[src/sv/sm83alu_pkg.sv]
package sm83alu_pkg;

    // Operation codes carried in the cmd field of a request.
    typedef enum logic [3:0] {
        CMD_AND    = 4'd0,
        CMD_XOR    = 4'd1,
        CMD_OR     = 4'd2,
        CMD_CP     = 4'd3,
        CMD_DAA    = 4'd4,
        CMD_INC8   = 4'd5,
        CMD_DEC8   = 4'd6,
        CMD_INC16  = 4'd7,
        CMD_DEC16  = 4'd8,
        CMD_SUB    = 4'd9,
        CMD_SBC    = 4'd10,
        CMD_ADC    = 4'd11,
        CMD_ADD8   = 4'd12,
        CMD_ADD16  = 4'd13,
        CMD_ADD_SP = 4'd14
    } cmd_t;

    // Flag bit positions in flags_in and flags_out.
    localparam int unsigned FLAG_Z = 3;
    localparam int unsigned FLAG_N = 2;
    localparam int unsigned FLAG_H = 1;
    localparam int unsigned FLAG_C = 0;

    localparam int unsigned CMD_W   = 4;
    localparam int unsigned WORD_W  = 16;
    localparam int unsigned FLAGS_W = 4;

    localparam int unsigned IN_TDATA_W  = 40;
    localparam int unsigned OUT_TDATA_W = 24;

    typedef struct packed {
        logic [FLAGS_W-1:0] flags_in;
        logic [WORD_W-1:0]  operand_b;
        logic [WORD_W-1:0]  operand_a;
        logic [CMD_W-1:0]   cmd;
    } alu_req_t;

    typedef struct packed {
        logic [FLAGS_W-1:0] flags_out;
        logic [WORD_W-1:0]  result;
    } alu_rsp_t;

endpackage

[src/sv/sm83alu_exec.sv]
module sm83alu_exec
(
    input  sm83alu_pkg::alu_req_t req,
    output sm83alu_pkg::alu_rsp_t rsp
);

    always_comb
    begin
        logic [7:0]  a;
        logic [7:0]  b;
        logic        cin;
        logic        cin_eff;
        logic [8:0]  sum9;
        logic [4:0]  hsum5;
        logic [8:0]  diff9;
        logic [4:0]  hdiff5;
        logic [7:0]  res8;
        logic [7:0]  adj;
        logic        nf;
        logic        setc;
        logic [16:0] sum17;
        logic [12:0] sum13;
        logic [15:0] ext;
        logic        zf;

        a       = req.operand_a[7:0];
        b       = req.operand_b[7:0];
        cin     = req.flags_in[sm83alu_pkg::FLAG_C];
        nf      = req.flags_in[sm83alu_pkg::FLAG_N];
        // Only the carry-using operations feed the incoming carry in.
        cin_eff = ((req.cmd == sm83alu_pkg::CMD_ADC) || (req.cmd == sm83alu_pkg::CMD_SBC))
                  ? cin : 1'b0;

        sum9   = {1'b0, a} + {1'b0, b} + {8'd0, cin_eff};
        hsum5  = {1'b0, a[3:0]} + {1'b0, b[3:0]} + {4'd0, cin_eff};
        // A borrow shows up as the top bit of the widened difference.
        diff9  = {1'b0, a} - {1'b0, b} - {8'd0, cin_eff};
        hdiff5 = {1'b0, a[3:0]} - {1'b0, b[3:0]} - {4'd0, cin_eff};

        adj  = 8'h00;
        setc = 1'b0;
        if (req.flags_in[sm83alu_pkg::FLAG_H] || (!nf && (a[3:0] > 4'd9)))
        begin
            adj = 8'h06;
        end
        if (cin || (!nf && (a > 8'h99)))
        begin
            adj  = adj | 8'h60;
            setc = 1'b1;
        end

        sum17 = {1'b0, req.operand_a} + {1'b0, req.operand_b};
        sum13 = {1'b0, req.operand_a[11:0]} + {1'b0, req.operand_b[11:0]};
        ext   = {{8{b[7]}}, b};

        res8 = 8'h00;
        zf   = 1'b0;
        rsp.result    = req.operand_a;
        rsp.flags_out = req.flags_in;

        case (req.cmd)
            sm83alu_pkg::CMD_AND:
            begin
                res8 = a & b;
                zf   = (res8 == 8'h00);
                rsp.result    = {8'h00, res8};
                rsp.flags_out = {zf, 1'b0, 1'b1, 1'b0};
            end
            sm83alu_pkg::CMD_XOR:
            begin
                res8 = a ^ b;
                zf   = (res8 == 8'h00);
                rsp.result    = {8'h00, res8};
                rsp.flags_out = {zf, 1'b0, 1'b0, 1'b0};
            end
            sm83alu_pkg::CMD_OR:
            begin
                res8 = a | b;
                zf   = (res8 == 8'h00);
                rsp.result    = {8'h00, res8};
                rsp.flags_out = {zf, 1'b0, 1'b0, 1'b0};
            end
            sm83alu_pkg::CMD_CP:
            begin
                rsp.result    = {8'h00, a};
                rsp.flags_out = {(diff9[7:0] == 8'h00), 1'b1, hdiff5[4], diff9[8]};
            end
            sm83alu_pkg::CMD_DAA:
            begin
                res8 = nf ? (a - adj) : (a + adj);
                zf   = (res8 == 8'h00);
                rsp.result    = {8'h00, res8};
                rsp.flags_out = {zf, nf, 1'b0, setc};
            end
            sm83alu_pkg::CMD_INC8:
            begin
                res8 = a + 8'd1;
                zf   = (res8 == 8'h00);
                rsp.result    = {8'h00, res8};
                rsp.flags_out = {zf, 1'b0, (res8[3:0] == 4'h0), cin};
            end
            sm83alu_pkg::CMD_DEC8:
            begin
                res8 = a - 8'd1;
                zf   = (res8 == 8'h00);
                rsp.result    = {8'h00, res8};
                rsp.flags_out = {zf, 1'b1, (res8[3:0] == 4'hF), cin};
            end
            sm83alu_pkg::CMD_INC16:
            begin
                rsp.result = req.operand_a + 16'd1;
            end
            sm83alu_pkg::CMD_DEC16:
            begin
                rsp.result = req.operand_a - 16'd1;
            end
            sm83alu_pkg::CMD_SUB, sm83alu_pkg::CMD_SBC:
            begin
                zf = (diff9[7:0] == 8'h00);
                rsp.result    = {8'h00, diff9[7:0]};
                rsp.flags_out = {zf, 1'b1, hdiff5[4], diff9[8]};
            end
            sm83alu_pkg::CMD_ADC, sm83alu_pkg::CMD_ADD8:
            begin
                zf = (sum9[7:0] == 8'h00);
                rsp.result    = {8'h00, sum9[7:0]};
                rsp.flags_out = {zf, 1'b0, hsum5[4], sum9[8]};
            end
            sm83alu_pkg::CMD_ADD16:
            begin
                rsp.result    = sum17[15:0];
                rsp.flags_out = {req.flags_in[sm83alu_pkg::FLAG_Z], 1'b0, sum13[12], sum17[16]};
            end
            sm83alu_pkg::CMD_ADD_SP:
            begin
                // Flags come from the unsigned low-byte add, not the signed sum.
                rsp.result    = req.operand_a + ext;
                rsp.flags_out = {1'b0, 1'b0, hsum5[4], sum9[8]};
            end
            default:
            begin
                rsp.result    = req.operand_a;
                rsp.flags_out = req.flags_in;
            end
        endcase
    end

endmodule

[src/sv/sm83_alu_with_flags_core.sv]
// SM83 style ALU with flags, as a two-register stream stage.
// Input channel s_axis_*: one request per handshake carries the operation code,
// both 16-bit operands and the current Z N H C flags, packed in s_axis_tdata.
// Output channel m_axis_*: one result per request, the 16-bit result and the
// new flags, packed in m_axis_tdata. Results leave in request order.
// A request is accepted at a rising edge with tvalid and tready both high.
// The request is captured in the input register at the accepting edge, the
// ALU logic between the input and result registers is a single pass of short
// adders and selection, and the result is loaded into the result register as
// soon as that register is empty or being drained, and the receiver takes it there.
// Throughput is one request per cycle whenever the receiver keeps tready high.
// If the receiver stalls, the result register holds its data steady and the
// input register still takes one more request, after which s_axis_tready drops
// until the receiver takes the waiting result.
// Reset (rst_n low, asynchronous) empties both registers, so no result is
// shown and a request can be taken straight after reset is released.
module sm83_alu_with_flags_core
(
    input  logic                                clk,
    input  logic                                rst_n,
    input  logic                                s_axis_tvalid,
    output logic                                s_axis_tready,
    // From bit 0: cmd[3:0], operand_a[15:0], operand_b[15:0], flags_in[3:0].
    input  logic [sm83alu_pkg::IN_TDATA_W-1:0]  s_axis_tdata,
    output logic                                m_axis_tvalid,
    input  logic                                m_axis_tready,
    // From bit 0: result[15:0], flags_out[3:0], four zero bits.
    output logic [sm83alu_pkg::OUT_TDATA_W-1:0] m_axis_tdata
);

    logic                  in_vld_reg;
    logic                  in_vld_next;
    sm83alu_pkg::alu_req_t in_req_reg;
    logic                  out_vld_reg;
    logic                  out_vld_next;
    sm83alu_pkg::alu_rsp_t out_rsp_reg;
    sm83alu_pkg::alu_rsp_t alu_rsp;
    logic                  s_hs;
    logic                  advance;

    // The result register can take a new value when it is empty or being
    // drained this cycle; the input register refills under the same rule.
    assign advance       = !out_vld_reg || m_axis_tready;
    assign s_axis_tready = !in_vld_reg || advance;
    assign s_hs          = s_axis_tvalid && s_axis_tready;

    assign in_vld_next  = s_hs || (in_vld_reg && !advance);
    assign out_vld_next = advance ? in_vld_reg : out_vld_reg;

    sm83alu_exec u_exec
    (
        .req (in_req_reg),
        .rsp (alu_rsp)
    );

    always_ff @(posedge clk or negedge rst_n)
    begin
        if (!rst_n)
        begin
            in_vld_reg  <= 1'b0;
            out_vld_reg <= 1'b0;
        end
        else
        begin
            in_vld_reg  <= in_vld_next;
            out_vld_reg <= out_vld_next;
        end
    end

    always_ff @(posedge clk)
    begin
        if (s_hs)
        begin
            in_req_reg <= s_axis_tdata;
        end
        if (advance && in_vld_reg)
        begin
            out_rsp_reg <= alu_rsp;
        end
    end

    assign m_axis_tvalid = out_vld_reg;
    assign m_axis_tdata  = {4'b0000, out_rsp_reg};

endmodule

[config.mk]
export PLATFORM = sky130hd
export DESIGN_NAME = sm83_alu_with_flags_core
export DESIGN_NICKNAME = d
export VERILOG_FILES = /design/src/sv/sm83alu_pkg.sv /design/src/sv/sm83alu_exec.sv /design/src/sv/sm83_alu_with_flags_core.sv
export SDC_FILE = /design/constraint.sdc
export NUM_CORES = 1
export LEC_CHECK = 0
export ABC_AREA = 1
export BUFFER_PORTS_ARGS = -buffer_cell sky130_fd_sc_hd__buf_4
export CELL_PAD_IN_SITES_DETAIL_PLACEMENT = 1
export CELL_PAD_IN_SITES_GLOBAL_PLACEMENT = 2
export CORE_UTILIZATION = 24
export DETAILED_ROUTE_END_ITERATION = 8
export MAX_ROUTING_LAYER = met4
export PLACE_DENSITY_LB_ADDON = 0.1
export RECOVER_POWER = 100
export SLEW_MARGIN = 10
export SYNTH_ARGS = -nofsm -noshare
export SYNTH_HDL_FRONTEND = slang
export SYNTH_SLANG_ARGS = --single-unit
[constraint.sdc]
create_clock -name clk -period 3.1 [get_ports clk]
set_input_delay 0.155 -clock clk [delete_from_list [all_inputs] [get_ports clk]]
set_output_delay 0.155 -clock clk [all_outputs]
set_load 0.03 [all_outputs]
# --- Word-level counts from Yosys, hierarchy flattened ---
# Cells that the tools add are included.
totals:
  reg_bits: 62
  inputBits: 44
  output_inout_bits: 26
  wordCells: 80
classes:
  add_sub_neg: 17
  n_lt_le_gt_ge: 2
  eq_ne: 15
  muxes: 7
  n_bitwise: 3
  n_reduce_logical: 28
ops:
  columns: ["operator", "n"]
  rows:
  - ["case mux 16 bit (13 select lines)", 1]
  - ["logical NOT 8 bit", 8]
  - ["case mux 4 bit (10 select lines)", 1]
  - ["== test 4 bit, second input constant", 8]
  - ["adder 16 x 16 -> 17 bit", 1]
  - ["adder 16 x 1 -> 16 bit, second input constant", 1]
  - ["adder 16 bit", 1]
  - ["== test 4 x 3 -> 1 bit, second input constant", 4]
  - ["subtractor 16 x 1 -> 16 bit, second input constant", 1]
  - ["adder 12 x 12 -> 13 bit", 1]
  - ["adder 8 x 8 -> 9 bit", 1]
  - ["adder 9 x 1 -> 9 bit", 1]
  - ["subtractor 8 x 8 -> 9 bit", 1]
  - ["subtractor 9 x 1 -> 9 bit", 1]
  - ["adder 8 x 1 -> 8 bit, second input constant", 1]
  - ["adder 8 bit", 1]
  - ["AND 8 bit", 1]
  - ["== test 4 x 2 -> 1 bit, second input constant", 2]
  - ["greater-than comparator 8 bit, second input constant", 1]
  - ["logical NOT 4 bit", 2]
  - ["2-to-1 mux 8 bit", 1]
  - ["bitwise OR 8 bit", 1]
  - ["subtractor 8 x 1 -> 8 bit, second input constant", 1]
  - ["subtractor 8 bit", 1]
  - ["other kinds (15)", 29]

# --- Longest topological paths before layout ---
logic_depth:
  ltp_word: 9
  ltp_mapped: 20
  depth_no_buf: 20

# --- Cells and area by module ---
# From an unflattened synthesis, not the netlist that was laid out.
unflattened:
  hier_cells: 887
  area_unflattened_um2: 6311.1
by_module_without_submodules:
  columns: ["module", "instances", "cells_per_inst", "area_each_um2", "seq_area_each_um2"]
  rows:
  - ["sm83alu_exec", 1, 810, 4380.5, 0.0]
  - ["sm83_alu_with_flags_core", 1, 77, 1930.6, 1851.8]

# --- Least setup slack after synthesis ---
# OpenSTA, ideal clock, no wires.
synth_path:
  kind: "reg-to-reg"
  from: "reg in_req_reg[5] (netlist bit)"
  to: "reg out_rsp_reg (netlist bit m_axis_tdata[19]), data pin"
  t_arrival_ns: 3.019
  required_time_ns: 2.838
  setup_slack_ns: -0.181
  path_stages_with_launch: 18
  n_path_buf: 0
  path_cell_list: "edfxtp_1 inv_1 ha_1 nand2_1 nand2_1 o22ai_1 a21oi_1 ha_1 inv_1 o21ai_0 ha_1 nand2_1 or2_2 nand3_1 or2_2 nand2_1 nand3_1 nand3_1"
synth_rtl:
  columns: ["element", "line", "rtl"]
  rows:
  - ["start, declared", "sm83_alu_with_flags_core.sv:33", "sm83alu_pkg::alu_req_t in_req_reg;"]
  - ["start signal, assigned", "sm83_alu_with_flags_core.sv:74", "in_req_reg <= s_axis_tdata;"]
  - ["end signal, assigned", "sm83_alu_with_flags_core.sv:78", "out_rsp_reg <= alu_rsp;"]
  - ["end, declared", "sm83_alu_with_flags_core.sv:36", "sm83alu_pkg::alu_rsp_t out_rsp_reg;"]

==> key figures <==
Logic synthesis
  • Top cell type's share of synthesized area: between 20% and 30%
  • Netlist cell types: 40
  • Synthesized cell area: approximately 6400 um2
  • Cells after Synth: 917
  • Syn Area/Cell: approximately 7.0 um2
  • Ys Warns: 0
  • Synth area leaders: edfxtp_1, nand2_1, ha_1, nand3_1, inv_1
  • Sequential fraction of the synthesis area: roughly 29%
  • Synth area leader: edfxtp_1
  • #FFs+latches synth: 62

Setup path
  • R2R Path End: m_axis_tdata[19]
  • Worst path slowest cell: fa_1
  • Worst reg2reg startpoint: in_req_reg[4]
  • Worst Setup SP: in_req_reg[4]
  • Most frequent CP cell: nand3_1
  • Setup crit end kind: flop
  • Crit path max fanout: 4
  • Largest stage delay, worst path: 0.56 ns
  • CP Launch Type: flop
  • CP delay by family, top: simple AND/OR/NAND/NOR gates
  • CP Class: reg -> reg
  • Worst EP arrival: 3.02 ns
  • CP Cell Sequence: buf_4, buf_4, fa_1, inv_1, ha_1, or2_2, nand3b_1, nand3_1, nand2_2, nor2_1, nand2_1, nand3_1, nor2_2, nand3_1
  • Critical Path RT: ~3.2 ns
  • Worst R2R Path Depth: 14
  • R2r setup slk: 0.17 ns
  • CP Buf/Inv Count: 3

Power and ir drop
  • Total power draw: 3.51 mW
  • Peak supply drop: approximately 0.25 mV
  • Static leakage: 3.98 nW
  • Power per cell area: about 420 nW/um2

Clock tree
  • Clk pin slew, worst setup/hold paths: around 0.060 ns
  • Cts bufs inserted: 9
  • Clock Latency Late Sink: about 0.35 ns
  • CTS tree: built
  • Sink Count: 62
  • Root Driver: clkbuf_16
  • H-tree depth: 3
  • CTS max path bufs: 2

Outcome
  • Failing checks: max-capacitance violations, max-slew violations
  • Status: finished, violations left

Cells and area
  • Layout cell share with drive strength beyond 1: about 15%
  • Diode count: 0
  • Max FFs per register: 40
  • Fillcell total: 3221
  • Nets@finish: ~1200
  • Sequential Area: 1850 um2
  • Area taken by multi-input logic gates: 4130 um2
  • Layout Area Growth over Synthesis: 32.0%

STA
  • FMAX: 342 MHz
  • Final hold violation count: 0
  • Worst-Margin Slew: 1.77 ns
  • Worst hold slack: approximately 0.064 ns
  • Final worst-path cycle share: 94.4%
  • Count of pins over their slew limit: slightly above 60
  • Tmin final: around 2.9 ns
  • Worst slew margin: -17.8%
  • Final setup fails: 0
  • Skew final: 0.00977 ns

Min path
  • Hold path cells: 4
  • Hold Crit Class: in -> reg
  • Hold Path End: m_axis_tvalid
  • Worst Hold Launch: m_axis_tready

Job
  • Total of max-cap violations: 2

Drt
  • First drt pass iteration count: 5
  • Routed via count: roughly 6800
  • # DRC: 0
  • Final ANT Viol Nets: 0
  • DRT Wirelength: around 28000 um
  • WL/cell: about 20 um
  • Vias per cell: between 4 and 5
  • Initial DRC count: 382

Global route
  • Total GRT Usage: ~22%
  • Initial antenna violation count: 0
  • Pin count of the biggest net entering global routing: 41
  • Grt ovf: 0
  • Vias in the first global route: slightly below 7000
  • First-pass GRT wire length: about 42000 um

Die
  • # IOs: 70
  • Die area: 27300 um2
  • Die Wd: 165 um
  • Row count: between 50 and 60
  • Initial Util: about 25%
  • Die height: approximately 170 um
  • CORE AREA: roughly 26000 um2

Place
  • Detail Placement HPWL: 22900 um
  • Port bufs: 65
  • Placer Congestion: just under 0.9
worst max-delay path by stage:
stage                            end  slack [ns]  cells past startpoint
CTS                  m_axis_tdata[7]        0.09                     19
global placement     m_axis_tdata[7]        0.16                     19
finish              m_axis_tdata[19]        0.17                     14
floorplan           m_axis_tdata[19]        0.04                     18
detailed placement   m_axis_tdata[5]        0.10                     15
global route        m_axis_tdata[19]      -0.003                     20
worst register-to-register path: stages (launching register included):
cell and delay (ns):
edfxtp_1 0.46, buf_4 0.17, buf_4 0.15, fa_1 0.56
inv_1 0.07, ha_1 0.16, or2_2 0.29, nand3b_1 0.10
nand3_1 0.09, nand2_2 0.10, nor2_1 0.05, nand2_1 0.10
nand3_1 0.09, nor2_2 0.19, nand3_1 0.10
power by group:
group          internal [mW]  total, mW  leakage [nW]  switching [mW]
sequential              1.01       1.06         0.603          0.0499
clock                  0.704       1.15         0.152           0.442
combinational          0.473       1.30          3.22           0.828
total                   2.19       3.51          3.98            1.32
area by class of cell:
class,instances,area share [%]
clock buffers,10,2.71
clock inverters,6,1.02
inverters,115,5.15
multi-input cells,729,49.0
flip-flops and latches,62,21.9
well taps,335,4.97
repair buffers,170,15.2
placed cells by master (no fill, tap or decap), types with 3 or more instances in the layout:
master / n
nor2_1: 86
dlygate4sd3_1: 42
nor3_1: 11
inv_1: 111
o21ai_1: 3
nor3_2: 3
xnor2_1: 4
nor2_2: 7
clkbuf_16: 9
a21oi_2: 4
conb_1: 4
a21oi_1: 40
nand3b_1: 10
buf_4: 63
or2_2: 7
xor2_1: 6
edfxtp_1: 60
nand2_1: 254
fa_1: 5
o21ai_0: 33
clkbuf_4: 39
o22ai_1: 15
o211ai_1: 4
inv_2: 3
ha_1: 63
nand2_2: 8
nand4_1: 23
nand3_1: 104
clkbuf_1: 27
a21o_1: 3
o21bai_1: 6
what timing repair did:
action,4_1_cts,5_1_grt
gates resized for setup,0,23
setup endpoints to repair,0,8
hold buffers,42,0
buffers inserted,0,4
hold endpoints to repair,43,0
cell families after synthesis:
| family | share of synthesized area [%] |
|---|---|
| AND/OR/NAND/NOR | 35.5 |
| buffers and inverters | 8.14 |
| XOR/XNOR | 1.51 |
| other | 0.0587 |
| flip-flops | 29.0 |
| AO/OA/AOI/OAI | 10.8 |
| adder cells (fa/ha/maj) | 15.0 |
synthesized netlist by cell type, drive strengths merged:
| library cell | count |
|---|---|
| nor2 | 94 |
| xor2 | 6 |
| or2 | 10 |
| fa | 6 |
| nand2 | 262 |
| o22ai | 15 |
| o21a | 1 |
| xnor2 | 5 |
| a211oi | 2 |
| dfrtp | 2 |
| nor4 | 2 |
| clkbuf | 2 |
| inv | 115 |
| nand4 | 23 |
| nand3 | 106 |
| a221oi | 1 |
| a21o | 3 |
| a21oi | 44 |
| and2 | 2 |
| edfxtp | 60 |
| a31oi | 1 |
| o21bai | 6 |
| a21boi | 2 |
| nand3b | 10 |
| o211ai | 5 |
| conb | 1 |
| nor3 | 14 |
| o21ai | 37 |
| buf | 12 |
| ha | 67 |
| o22a | 1 |
metrics by stage:
step | setup slack [ns] | instances | cell area (um2) | util (%) | setup TNS [ns]
2_1_floorplan | 0.0413 | 920 | 6440 | - | 0
6_report | 0.174 | 1427 | 8440 | 32.4 | 0
4_1_cts | 0.0866 | 1423 | 8450 | 32.4 | 0
3_5_place_dp | 0.104 | 1365 | 7710 | 29.6 | 0
5_1_grt | -0.00322 | 1427 | 8440 | 32.4 | -0.00322
3_3_place_gp | 0.163 | 1365 | 7710 | 29.6 | 0
routing by layer:
layer,up-vias,global-route usage (%),routed length (um)
met3,25,2.22,933
met1,3243,30.8,14000
met5,-,-,0
met2,126,32.9,12300
li1,3415,-,-
met4,0,6.01,537
Note: power is estimated with default switching activity, not from simulation.
